<file path="src/design/pspp_pkg.sv">
// ----------------------------------------------------------------------------
// pspp_pkg
// Shared types, constants and helpers for the phase scheduled pitch PID core.
// ----------------------------------------------------------------------------
`default_nettype none

package pspp_pkg;

   localparam int TABLE_DEPTH = 128;
   localparam int ADDR_W      = $clog2(TABLE_DEPTH);
   localparam int CNT_W       = $clog2(TABLE_DEPTH + 1);

   // angles in Q4.28 radians
   localparam logic signed [31:0] DEG_HALF = 32'sd2342541;
   localparam logic signed [31:0] DEG_2    = 32'sd9370165;
   localparam logic signed [31:0] DEG_6    = 32'sd28110495;
   localparam logic signed [31:0] DEG_10   = 32'sd46850825;
   localparam logic signed [31:0] DEG_15   = 32'sd70276238;
   localparam logic signed [31:0] DEG_20   = 32'sd93701651;
   localparam logic signed [31:0] DEG_30   = 32'sd140552476;

   // phase thresholds in Q20.12 seconds
   localparam logic [31:0] T_CLIMB    = 32'd8192;
   localparam logic [31:0] T_CRUISE   = 32'd2867200;
   localparam logic [31:0] T_DESCENT  = 32'd2990080;
   localparam logic [31:0] T_TERMINAL = 32'd3489792;

   // ceil(2^35 / 10), exact for 32 bit dividends
   localparam logic [31:0] RECIP_10 = 32'hCCCCCCCD;

   localparam logic [2:0] PH_TAKEOFF  = 3'd0;
   localparam logic [2:0] PH_CLIMB    = 3'd1;
   localparam logic [2:0] PH_CRUISE   = 3'd2;
   localparam logic [2:0] PH_DESCENT  = 3'd3;
   localparam logic [2:0] PH_TERMINAL = 3'd4;

   localparam logic KIND_LOAD    = 1'b0;
   localparam logic KIND_CONTROL = 1'b1;

   typedef enum logic [1:0] {
      CSR_KP    = 2'd0,
      CSR_KI    = 2'd1,
      CSR_KD    = 2'd2,
      CSR_COUNT = 2'd3
   } csr_index_type;

   typedef enum logic [4:0] {
      OP_NONE,
      OP_LOAD,
      OP_LATCH,
      OP_EMPTY,
      OP_RD_FIRST,
      OP_RD_LAST,
      OP_CHECK,
      OP_SCAN_RD,
      OP_SCAN_CHK,
      OP_MUL,
      OP_DIV_STEP,
      OP_INTERP,
      OP_OVR,
      OP_ERR,
      OP_MUL1,
      OP_MUL2,
      OP_MUL3,
      OP_SUM
   } dp_op_type;

   typedef enum logic [4:0] {
      ST_IDLE,
      ST_START,
      ST_RD_FIRST,
      ST_RD_LAST,
      ST_CHECK,
      ST_SCAN_RD,
      ST_SCAN_CHK,
      ST_MUL,
      ST_DIV,
      ST_INTERP,
      ST_OVR,
      ST_ERR,
      ST_MUL1,
      ST_MUL2,
      ST_MUL3,
      ST_SUM,
      ST_OUT
   } ctl_state_type;

   typedef struct packed {
      dp_op_type op;
   } dp_cmd_type;

   typedef struct packed {
      logic n_zero;     // table empty
      logic clamp;      // time outside the table span
      logic scan_more;  // segment search continues
      logic div_last;   // final divider step
   } dp_status_type;

   function automatic logic signed [31:0] phase_target(input logic [2:0] ph);
      logic signed [31:0] r;
      unique case (ph)
         PH_TAKEOFF: r = DEG_30;
         PH_CLIMB:   r = DEG_6;
         PH_DESCENT: r = -DEG_2;
         default:    r = 32'sd0;
      endcase
      return r;
   endfunction

endpackage

`default_nettype wire

</file>
<file path="src/design/pspp_ctrl.sv">
// ----------------------------------------------------------------------------
// pspp_ctrl
// Sequencer: steps the datapath through search, divide and PID phases.
// ----------------------------------------------------------------------------
`default_nettype none

module pspp_ctrl
   import pspp_pkg::*;
(
   input  wire logic          clock,
   input  wire logic          reset,
   input  wire logic          req_valid,
   input  wire logic          req_kind,
   output logic               req_ready,
   output logic               rsp_valid,
   input  wire logic          rsp_ready,
   input  wire dp_status_type status,
   output dp_cmd_type         cmd
);

   ctl_state_type state_ff, state_in;

   always_ff @(posedge clock) begin
      if (reset) begin
         state_ff <= ST_IDLE;
      end else begin
         state_ff <= state_in;
      end
   end

   always_comb begin
      state_in = state_ff;
      unique case (state_ff)
         ST_IDLE: begin
            if (req_valid && req_kind == KIND_CONTROL) state_in = ST_START;
         end
         ST_START:    state_in = status.n_zero ? ST_OVR : ST_RD_FIRST;
         ST_RD_FIRST: state_in = ST_RD_LAST;
         ST_RD_LAST:  state_in = ST_CHECK;
         ST_CHECK:    state_in = status.clamp ? ST_OVR : ST_SCAN_RD;
         ST_SCAN_RD:  state_in = ST_SCAN_CHK;
         ST_SCAN_CHK: state_in = status.scan_more ? ST_SCAN_RD : ST_MUL;
         ST_MUL:      state_in = ST_DIV;
         ST_DIV:      state_in = status.div_last ? ST_INTERP : ST_DIV;
         ST_INTERP:   state_in = ST_OVR;
         ST_OVR:      state_in = ST_ERR;
         ST_ERR:      state_in = ST_MUL1;
         ST_MUL1:     state_in = ST_MUL2;
         ST_MUL2:     state_in = ST_MUL3;
         ST_MUL3:     state_in = ST_SUM;
         ST_SUM:      state_in = ST_OUT;
         ST_OUT: begin
            if (rsp_ready) state_in = ST_IDLE;
         end
         default:     state_in = ST_IDLE;
      endcase
   end

   always_comb begin
      req_ready = 1'b0;
      rsp_valid = 1'b0;
      cmd.op    = OP_NONE;
      unique case (state_ff)
         ST_IDLE: begin
            req_ready = 1'b1;
            if (req_valid) cmd.op = (req_kind == KIND_CONTROL) ? OP_LATCH : OP_LOAD;
         end
         ST_START:    cmd.op = OP_EMPTY;
         ST_RD_FIRST: cmd.op = OP_RD_FIRST;
         ST_RD_LAST:  cmd.op = OP_RD_LAST;
         ST_CHECK:    cmd.op = OP_CHECK;
         ST_SCAN_RD:  cmd.op = OP_SCAN_RD;
         ST_SCAN_CHK: cmd.op = OP_SCAN_CHK;
         ST_MUL:      cmd.op = OP_MUL;
         ST_DIV:      cmd.op = OP_DIV_STEP;
         ST_INTERP:   cmd.op = OP_INTERP;
         ST_OVR:      cmd.op = OP_OVR;
         ST_ERR:      cmd.op = OP_ERR;
         ST_MUL1:     cmd.op = OP_MUL1;
         ST_MUL2:     cmd.op = OP_MUL2;
         ST_MUL3:     cmd.op = OP_MUL3;
         ST_SUM:      cmd.op = OP_SUM;
         ST_OUT:      rsp_valid = 1'b1;
         default:     cmd.op = OP_NONE;
      endcase
   end

   a_no_overlap: assert property (@(posedge clock) disable iff (reset)
      !(req_ready && rsp_valid))
      else $error("input taken while a result is pending");

   a_ctrl_start: assert property (@(posedge clock) disable iff (reset)
      (req_valid && req_ready && req_kind == KIND_CONTROL) |=> state_ff == ST_START)
      else $error("control transfer did not start a step");

   a_load_stays: assert property (@(posedge clock) disable iff (reset)
      (req_valid && req_ready && req_kind == KIND_LOAD) |=> state_ff == ST_IDLE)
      else $error("load transfer left idle");

   a_rsp_hold: assert property (@(posedge clock) disable iff (reset)
      (rsp_valid && !rsp_ready) |=> rsp_valid)
      else $error("result dropped before transfer");

endmodule

`default_nettype wire

</file>
<file path="config.mk">
export PLATFORM = sky130hd
export DESIGN_NAME = pspp_ctrl
export DESIGN_NICKNAME = d
export VERILOG_FILES = /design/src/design/pspp_pkg.sv /design/src/design/pspp_ctrl.sv
export SDC_FILE = /design/constraint.sdc
export NUM_CORES = 1
export LEC_CHECK = 0
export BUFFER_PORTS_ARGS = -buffer_cell sky130_fd_sc_hd__buf_2
export CORE_AREA = 2 2 39 41
export CTS_CLUSTER_SIZE = 24
export DETAILED_ROUTE_END_ITERATION = 6
export DIE_AREA = 0 0 41 43
export MAX_ROUTING_LAYER = met4
export PLACE_DENSITY_LB_ADDON = 0.12
export SLEW_MARGIN = 30
export SYNTH_ARGS = -nofsm -noshare
export SYNTH_HDL_FRONTEND = slang
export SYNTH_SLANG_ARGS = --single-unit
</file>
<file path="constraint.sdc">
create_clock -name clock -period 3.5 [get_ports clock]
set_input_delay 1.05 -clock clock [delete_from_list [all_inputs] [get_ports clock]]
set_output_delay 1.05 -clock clock [all_outputs]
set_load 0.005 [all_outputs]
</file>
After elaboration in Yosys (flattened, before gate mapping). Index checks and enable logic that the tools add are counted.

Memory bits (writable): 0. Latch bits: 0. Memory bits (read-only): 0. Flip-flop bits (word level): 5. Output and inout bits: 7. Memories kept: 0.

Mux-type cells: 12. Shifts and indexed selects: 0. Eq/ne operators: 18. Reductions and logical operators: 3. Bitwise operators: 0. Divide/modulo/power cells: 0. Multipliers: 0. Magnitude comparators: 0. Add/sub/neg operators: 0.

Operators by type and width (number): one-hot mux 5 bit (17 select lines) (1); one-hot mux 5 bit (16 select lines) (1); equality test 5 x 4 -> 1 bit, second input constant (8); equality test 5 x 3 -> 1 bit, second input constant (4); equality test 5 x 2 -> 1 bit, second input constant (2); two-way mux 5 bit (2); two-way mux 4 bit (2); two-way mux 2 bit (3); equality test 5 x 1 -> 1 bit, second input constant (1); equality test 5 bit, second input constant (1); zero test 5 bit (1); != test 2 bit, second input constant (2); two-way mux 1 bit (3); AND reduction 2 bit (1); logical AND 1 bit (1).

Depth between registers and ports, before layout. Gate-level depths: netlist of run 1.

Word-level depth: 3. Gate-level depth with buffers: 4.

Least setup slack after synthesis of run 1. Ideal clock, no wire load.

Path type: input -> output. Start point: in req_valid. End point: out cmd[1] in the netlist's numbering. Arrival time: 1358 ps. Stages: 2. Path slack: 1092 ps. Path buffers: 0. Cell sequence: a21oi_1 -> a211oi_1.

RTL lines: start, declared (RTL line pspp_ctrl.sv:12) `input wire logic req_valid,`; end, declared (RTL line pspp_ctrl.sv:18) `output dp_cmd_type cmd`.

==> summary.txt, run 1 <==
CTS
  – Number of instances resized during post-cts repair: 0
  – Clock network latency to the later pin of the worst-skew pair: 0.24 ns
  – Number of H-tree branching levels: 1
  – Root buffer cell: clkbuf_4
  – Largest buffer count on any clock path: 2
  – Clock transition at the registers of the reported paths: 0.05 ns
  – Post-CTS setup buffer count: 0
  – TritonCTS Sinks: 5
  – Number of hold buffers added after CTS: 0
  – CTS tree: yes
  – CTS buffer count: 3

Layout
  – Count of placed standard cells in the final layout, fillers left out: 80
  – Final std cell area, no fill: 464 um^2
  – Top Registers: state_ff: 5 flops
  – Number of flip-flops under the largest register name: 5
  – Synthesis-to-finish area growth: 24.5%
  – Count of antenna diodes in the layout: 0
  – Ratio of cells with drive above 1 in the final layout: 0.297
  – Number of nets at the end of the flow: 74
  – Post-route core utilization: 0.335
  – Filler cells: 165
  – Biggest register: state_ff
  – Most common cell after layout, fill and taps aside: buf_2
  – Top library cells by usage in the layout, fill and taps aside: 15 x buf_2, 8 x nor2_1, 5 x a31oi_1, 5 x dfxtp_1

Route
  – DRC marker count from the first detailed-route iteration: 5
  – Pre-Repair DR Iteration Count: 2
  – DRC: 0
  – Detailed-route wire length: 965 um
  – Final routed wire length divided by cell count: 12.1 um
  – Post-detailed-route count of antenna-violating nets: 0
  – Mean number of vias per cell: 5.04
  – Via count of the routed design: 403

Logic synthesis
  – Number of library cell types mapped by synthesis: 24
  – Proportion of synthesized area in mux cells: 0
  – Share of synthesized cell area in and, or, nand and nor gates: 0.356
  – Area fraction in compound gates after synthesis: 0.238
  – Yosys reg bits: 5
  – Yosys synthesis warning count: 0
  – Post-synthesis adder-cell area fraction: 0
  – Post-Synth XOR/XNOR Area: 0.0470
  – Part of the Yosys area used for sequential elements: 0.268
  – Leading area contributor after synthesis: dfxtp_1
  – Post-Synthesis Net Count: 58
  – Combinational family with the most area after synthesis: simple AND/OR/NAND/NOR gates
  – Synth top area share: 0.268
  – Post-Syn Area per Cell: 7.61 um^2
  – Post-Synthesis Cells: 49
  – Dominant cells by area after synthesis: dfxtp_1 27%, a31oi_1 8.4%, nor2_1 8.1%, a21oi_1 5.4%, nand4b_1 4.7%
  – Post-synthesis instance area: 373 um^2

STA
  – Worst-margin pin slew: 0.441 ns
  – Setup slack after layout: 0.859 ns
  – Final period utilization: 0.754
  – Final Skew: 0.00493 ns
  – Tmin final: 2.64 ns
  – Number of pins with negative max-slew slack in the final report: 0
  – Tightest hold margin: 0.677 ns
  – Total negative slack: 0 ns
  – Total of endpoints with negative setup slack in the final report: 0
  – Worst relative slew slack: 0.705
  – Unrepaired setup endpoints after global routing: false
  – Final Hold Violating Endpoints: 0
  – Maximum achievable frequency: 379 MHz

Pwr
  – P per Cell Area: 395 nW/um^2
  – Share of power burned in combinational logic: 0.237
  – Internal power: 127 uW
  – Total power: 184 uW
  – VDD IR max: 0.000107 V
  – Lkg Pwr: 0.192 nW
  – Sequential group share of total power: 0.395
  – Net switching power of the design: 56.4 uW
  – Power share of the clock group: 0.368
  – Net switching share of the total power: 0.307

Worst hold path
  – Worst min-delay path category: reg2reg

Setup path
  – Path type of the worst setup path: in2out
  – CP required: 2.45 ns
  – Startpoint type of the worst setup path: input port
  – Worst path arrival time: 1.59 ns
  – Capturing element type of the critical path: primary output
  – Largest fanout on the critical path: 3

Floorplan
  – Effective utilization at floorplan: 0.269
  – DIE HEIGHT: 43 um
  – Placeable Area: 1380 um^2
  – Floorplan die area: 1760 um^2
  – Top-level port count: 16
  – Die width: 41 um
  – FP Rows: 14

Status
  – Status: finished clean

Placement
  – Placement-stage worst setup slack: 0.882 ns
  – IO buf count: 15
  – Number of cells in the design after placement: 76
  – Placed Instance Area: 438 um^2
  – HPWL after detailed placement: 677 um
  – Final weighted congestion in routability-driven placement: 0.713

Global routing
  – Total global routing overflow: 0
  – First-pass GRT wire length: 1.58 mm
  – All-layer global routing usage: 0.136
  – Via count of the first global-routing pass: 361
  – Initial antenna violation count: 0
  – Maximum number of pins on one net before global-route repair: 14

Job
  – Count of max-cap constraint violations: 0
routing by layer:
metal	share of wire	track usage	up-vias
li1	-	-	212
met1	0.51	0.201	181
met2	0.44	0.163	10
met3	0.041	0.0314	0
met4	0	0.0800	0
met5	0	-	-
worst max-delay path, cell delays in order:
cell,delay (ns)
buf_2,0.10
a21oi_1,0.06
a211oi_1,0.23
buf_2,0.15
power by group through the flow:
stage          logic, mW  registers [mW]  clock network [mW]
6_report          0.0436          0.0724              0.0676
5_1_grt           0.0501          0.0738              0.0748
4_1_cts           0.0441          0.0720              0.0705
3_5_place_dp      0.0435          0.0731                   0
3_3_place_gp      0.0439          0.0739                   0
2_1_floorplan     0.0363          0.0649                   0
final timing paths:
path,slack (ns),start,to,cells past startpoint
max,0.86,req_valid,cmd[1],4
min,0.68,state_ff[3],state_ff[3],2
max reg2reg,2.11,state_ff[1],state_ff[2],3
min reg2reg,0.68,state_ff[3],state_ff[3],2
cells by family after synthesis:
group	count (synthesis)
buffers and inverters	5
AOI/OAI and AO/OA	14
xor gates and xnor gates	2
DFF	5
and+or+nand+nor	23
cell usage after synthesis:
cell type and n:
clkbuf_1 1, nor3_1 1, buf_6 1, buf_4 2, o41ai_1 1, nand2_1 4, o21ai_0 1, and3_4 1
dfxtp_1 5, inv_1 1, or4bb_1 1, or4_1 1, and3_1 1, a31oi_1 5, or3_1 1, o21a_1 1
a21oi_1 4, nand3b_1 2, xnor2_1 2, nor3b_1 1, a211oi_1 1, nand4b_1 2, nor2_1 8, a32oi_1 1
layout make-up:
type                       instances  area (um^2)  area share
clock buffer                       4         26.3      0.0566
inverter                           1         3.75     0.00809
timing repair buffer              15         75.1       0.162
multi-input combinational         39          239       0.515
sequential                         5          100       0.216
tap                               16         20.0      0.0431
(Power assumes the default switching activity.)
==> run 2, diff against run 1 <==
==> constraint.sdc (replaced) <==
create_clock -name clock -period 2.6 [get_ports clock]
set_input_delay 0.78 -clock clock [delete_from_list [all_inputs] [get_ports clock]]
set_output_delay 0.78 -clock clock [all_outputs]
set_load 0.005 [all_outputs]
==> run 2 against run 1 <==
  * Clock power increased by 35%
  * Power rose by 35%
  * Worst setup slack worse by 0.38 ns
  * Sequential power increased by 34%
  * Sequential cell count stayed put
  * Critical path depth unchanged
  * Largest cell class unchanged
  * Cell count is the same
  * Largest power group unchanged
  * Critical path type is now reg2out
  * Sequential share of layout area unchanged
  * Design area stayed put
  * First-iteration DRC count is 60% lower
==> summary.txt, run 2 (same netlist as run 1, synthesis figures left out) <==
Setup path
  – Reg-to-reg critical path endpoint: state_ff[2]
  – Launching point of the worst reg2reg path: state_ff[1]
  – Worst path arrival time: 1.34 ns
  – CP cell instances: nor2_1 > a31oi_1 > nor2_1 > buf_2
  – Combined buffer and inverter count along the critical path: 1
  – Capturing element type of the critical path: primary output
  – Slack of the worst reg-to-reg path: 1.23 ns
  – Startpoint type of the worst setup path: flip-flop
  – Standard cell with the maximum stage delay on the critical path: dfxtp_1
  – Reg2Reg Depth: 3
  – CP required: 1.82 ns
  – Path type of the worst setup path: reg2out
  – Largest fanout on the critical path: 12
  – Most frequent CP cell: nor2_1
  – Maximum cell stage delay along the critical path: 0.55 ns
  – Kind of cell adding the most delay to the critical path: flip-flops

CTS
  – Clock transition at the registers of the reported paths: 0.05 ns
  – CTS buffer count: 3
  – Number of hold buffers added after CTS: 0
  – Number of H-tree branching levels: 1
  – Largest buffer count on any clock path: 2
  – Root buffer cell: clkbuf_4
  – TritonCTS Sinks: 5
  – Clock network latency to the later pin of the worst-skew pair: 0.24 ns
  – Number of instances resized during post-cts repair: 0
  – CTS tree: yes
  – Post-CTS setup buffer count: 0

Layout
  – Number of nets at the end of the flow: 74
  – Number of flip-flops under the largest register name: 5
  – Count of placed standard cells in the final layout, fillers left out: 80
  – Synthesis-to-finish area growth: 24.5%
  – Count of antenna diodes in the layout: 0
  – Top library cells by usage in the layout, fill and taps aside: 15 x buf_2, 8 x nor2_1, 5 x a31oi_1, 5 x dfxtp_1
  – Ratio of cells with drive above 1 in the final layout: 0.297
  – Top Registers: state_ff: 5 flops
  – Biggest register: state_ff
  – Most common cell after layout, fill and taps aside: buf_2
  – Post-route core utilization: 0.335

Route
  – Pre-Repair DR Iteration Count: 2
  – Via count of the routed design: 411
  – DRC: 0
  – DRC marker count from the first detailed-route iteration: 2
  – Final routed wire length divided by cell count: 11.8 um
  – Mean number of vias per cell: 5.14
  – Detailed-route wire length: 946 um
  – Post-detailed-route count of antenna-violating nets: 0

STA
  – Tmin final: 2.12 ns
  – Final period utilization: 0.816
  – Number of pins with negative max-slew slack in the final report: 0
  – Maximum achievable frequency: 471 MHz
  – Total negative slack: 0 ns
  – Tightest hold margin: 0.668 ns
  – Total of endpoints with negative setup slack in the final report: 0
  – Worst relative slew slack: 0.717
  – Worst-margin pin slew: 0.423 ns
  – Unrepaired setup endpoints after global routing: false
  – Final Hold Violating Endpoints: 0
  – Final Skew: 0.00381 ns

Pwr
  – VDD IR max: 0.000136 V
  – Internal power: 171 uW
  – Net switching power of the design: 76.0 uW
  – Sequential group share of total power: 0.394
  – Share of power burned in combinational logic: 0.236
  – Net switching share of the total power: 0.307
  – Lkg Pwr: 0.192 nW
  – P per Cell Area: 533 nW/um^2
  – Power share of the clock group: 0.370

Placement
  – Number of cells in the design after placement: 76
  – IO buf count: 15
  – Final weighted congestion in routability-driven placement: 0.714
  – HPWL after detailed placement: 685 um

Floorplan
  – Top-level port count: 16
  – Placeable Area: 1380 um^2
  – Effective utilization at floorplan: 0.269
  – DIE HEIGHT: 43 um
  – FP Rows: 14
  – Floorplan die area: 1760 um^2
  – Die width: 41 um

Worst hold path
  – Endpoint of the worst hold-timing path: state_ff[3]
  – Worst min-delay path category: reg2reg
  – Number of cells traversed by the worst hold path: 2
  – Worst Hold Launch: state_ff[3]

Global routing
  – Via count of the first global-routing pass: 354
  – Total global routing overflow: 0
  – All-layer global routing usage: 0.136
  – First-pass GRT wire length: 1.57 mm
  – Maximum number of pins on one net before global-route repair: 14
  – Initial antenna violation count: 0

Job
  – Count of max-cap constraint violations: 0

Status
  – Status: finished clean
==> run 2: layer usage <==
metal  vias to the layer above  wire [um]  track usage
met5                         -          0            -
met4                         0          0       0.0800
met3                         0         44       0.0314
met2                        10        455        0.172
met1                       189        446        0.191
li1                        212          -            -
==> run 2: final cells by class <==
cell class | count | area (um^2)
inverter | 1 | 3.75
sequential | 5 | 100
clock buffer | 4 | 26.3
tap | 16 | 20.0
timing repair buffer | 15 | 75.1
multi-input combinational | 39 | 239
fill | 165 | 920
==> run 2: power groups by stage <==
stage / Combinational (mW) / Sequential (mW) / Clock, mW
final: 0.0584 / 0.0973 / 0.0914
after detailed placement: 0.0585 / 0.0988 / 0
after CTS: 0.0590 / 0.0973 / 0.0948
after global placement: 0.0590 / 0.0995 / 0
after floorplan: 0.0489 / 0.0873 / 0
after global routing: 0.0672 / 0.0995 / 0.101
==> run 2: worst max path at each step <==
stage | from | end | slack (ns) | cells after the start
global placement | req_valid | cmd[1] | 0.51 | 4
detailed placement | req_valid | cmd[1] | 0.51 | 4
finish | state_ff[2] | cmd[0] | 0.48 | 4
global route | state_ff[2] | cmd[1] | 0.34 | 3
CTS | state_ff[2] | cmd[0] | 0.47 | 4
floorplan | req_valid | cmd[1] | 0.73 | 2
==> run 2: tightest hold or removal path, delay by kind of cell (launching register included) <==
| kind | cells | cell delay (ns) |
|---|---|---|
| flops | 1 | 0.36 |
| compound gates | 1 | 0.09 |
| buf+inv | 1 | 0.16 |
==> run 2: per-stage QoR <==
| step | area (um^2) | worst slack, ns | power, mW |
|---|---|---|---|
| 4_1_cts | 464 | 0.468 | 0.251 |
| 5_1_grt | 464 | 0.341 | 0.267 |
| 2_1_floorplan | 373 | 0.732 | 0.136 |
| 3_5_place_dp | 438 | 0.512 | 0.157 |
| 6_report | 464 | 0.478 | 0.247 |
| 3_3_place_gp | 438 | 0.514 | 0.159 |
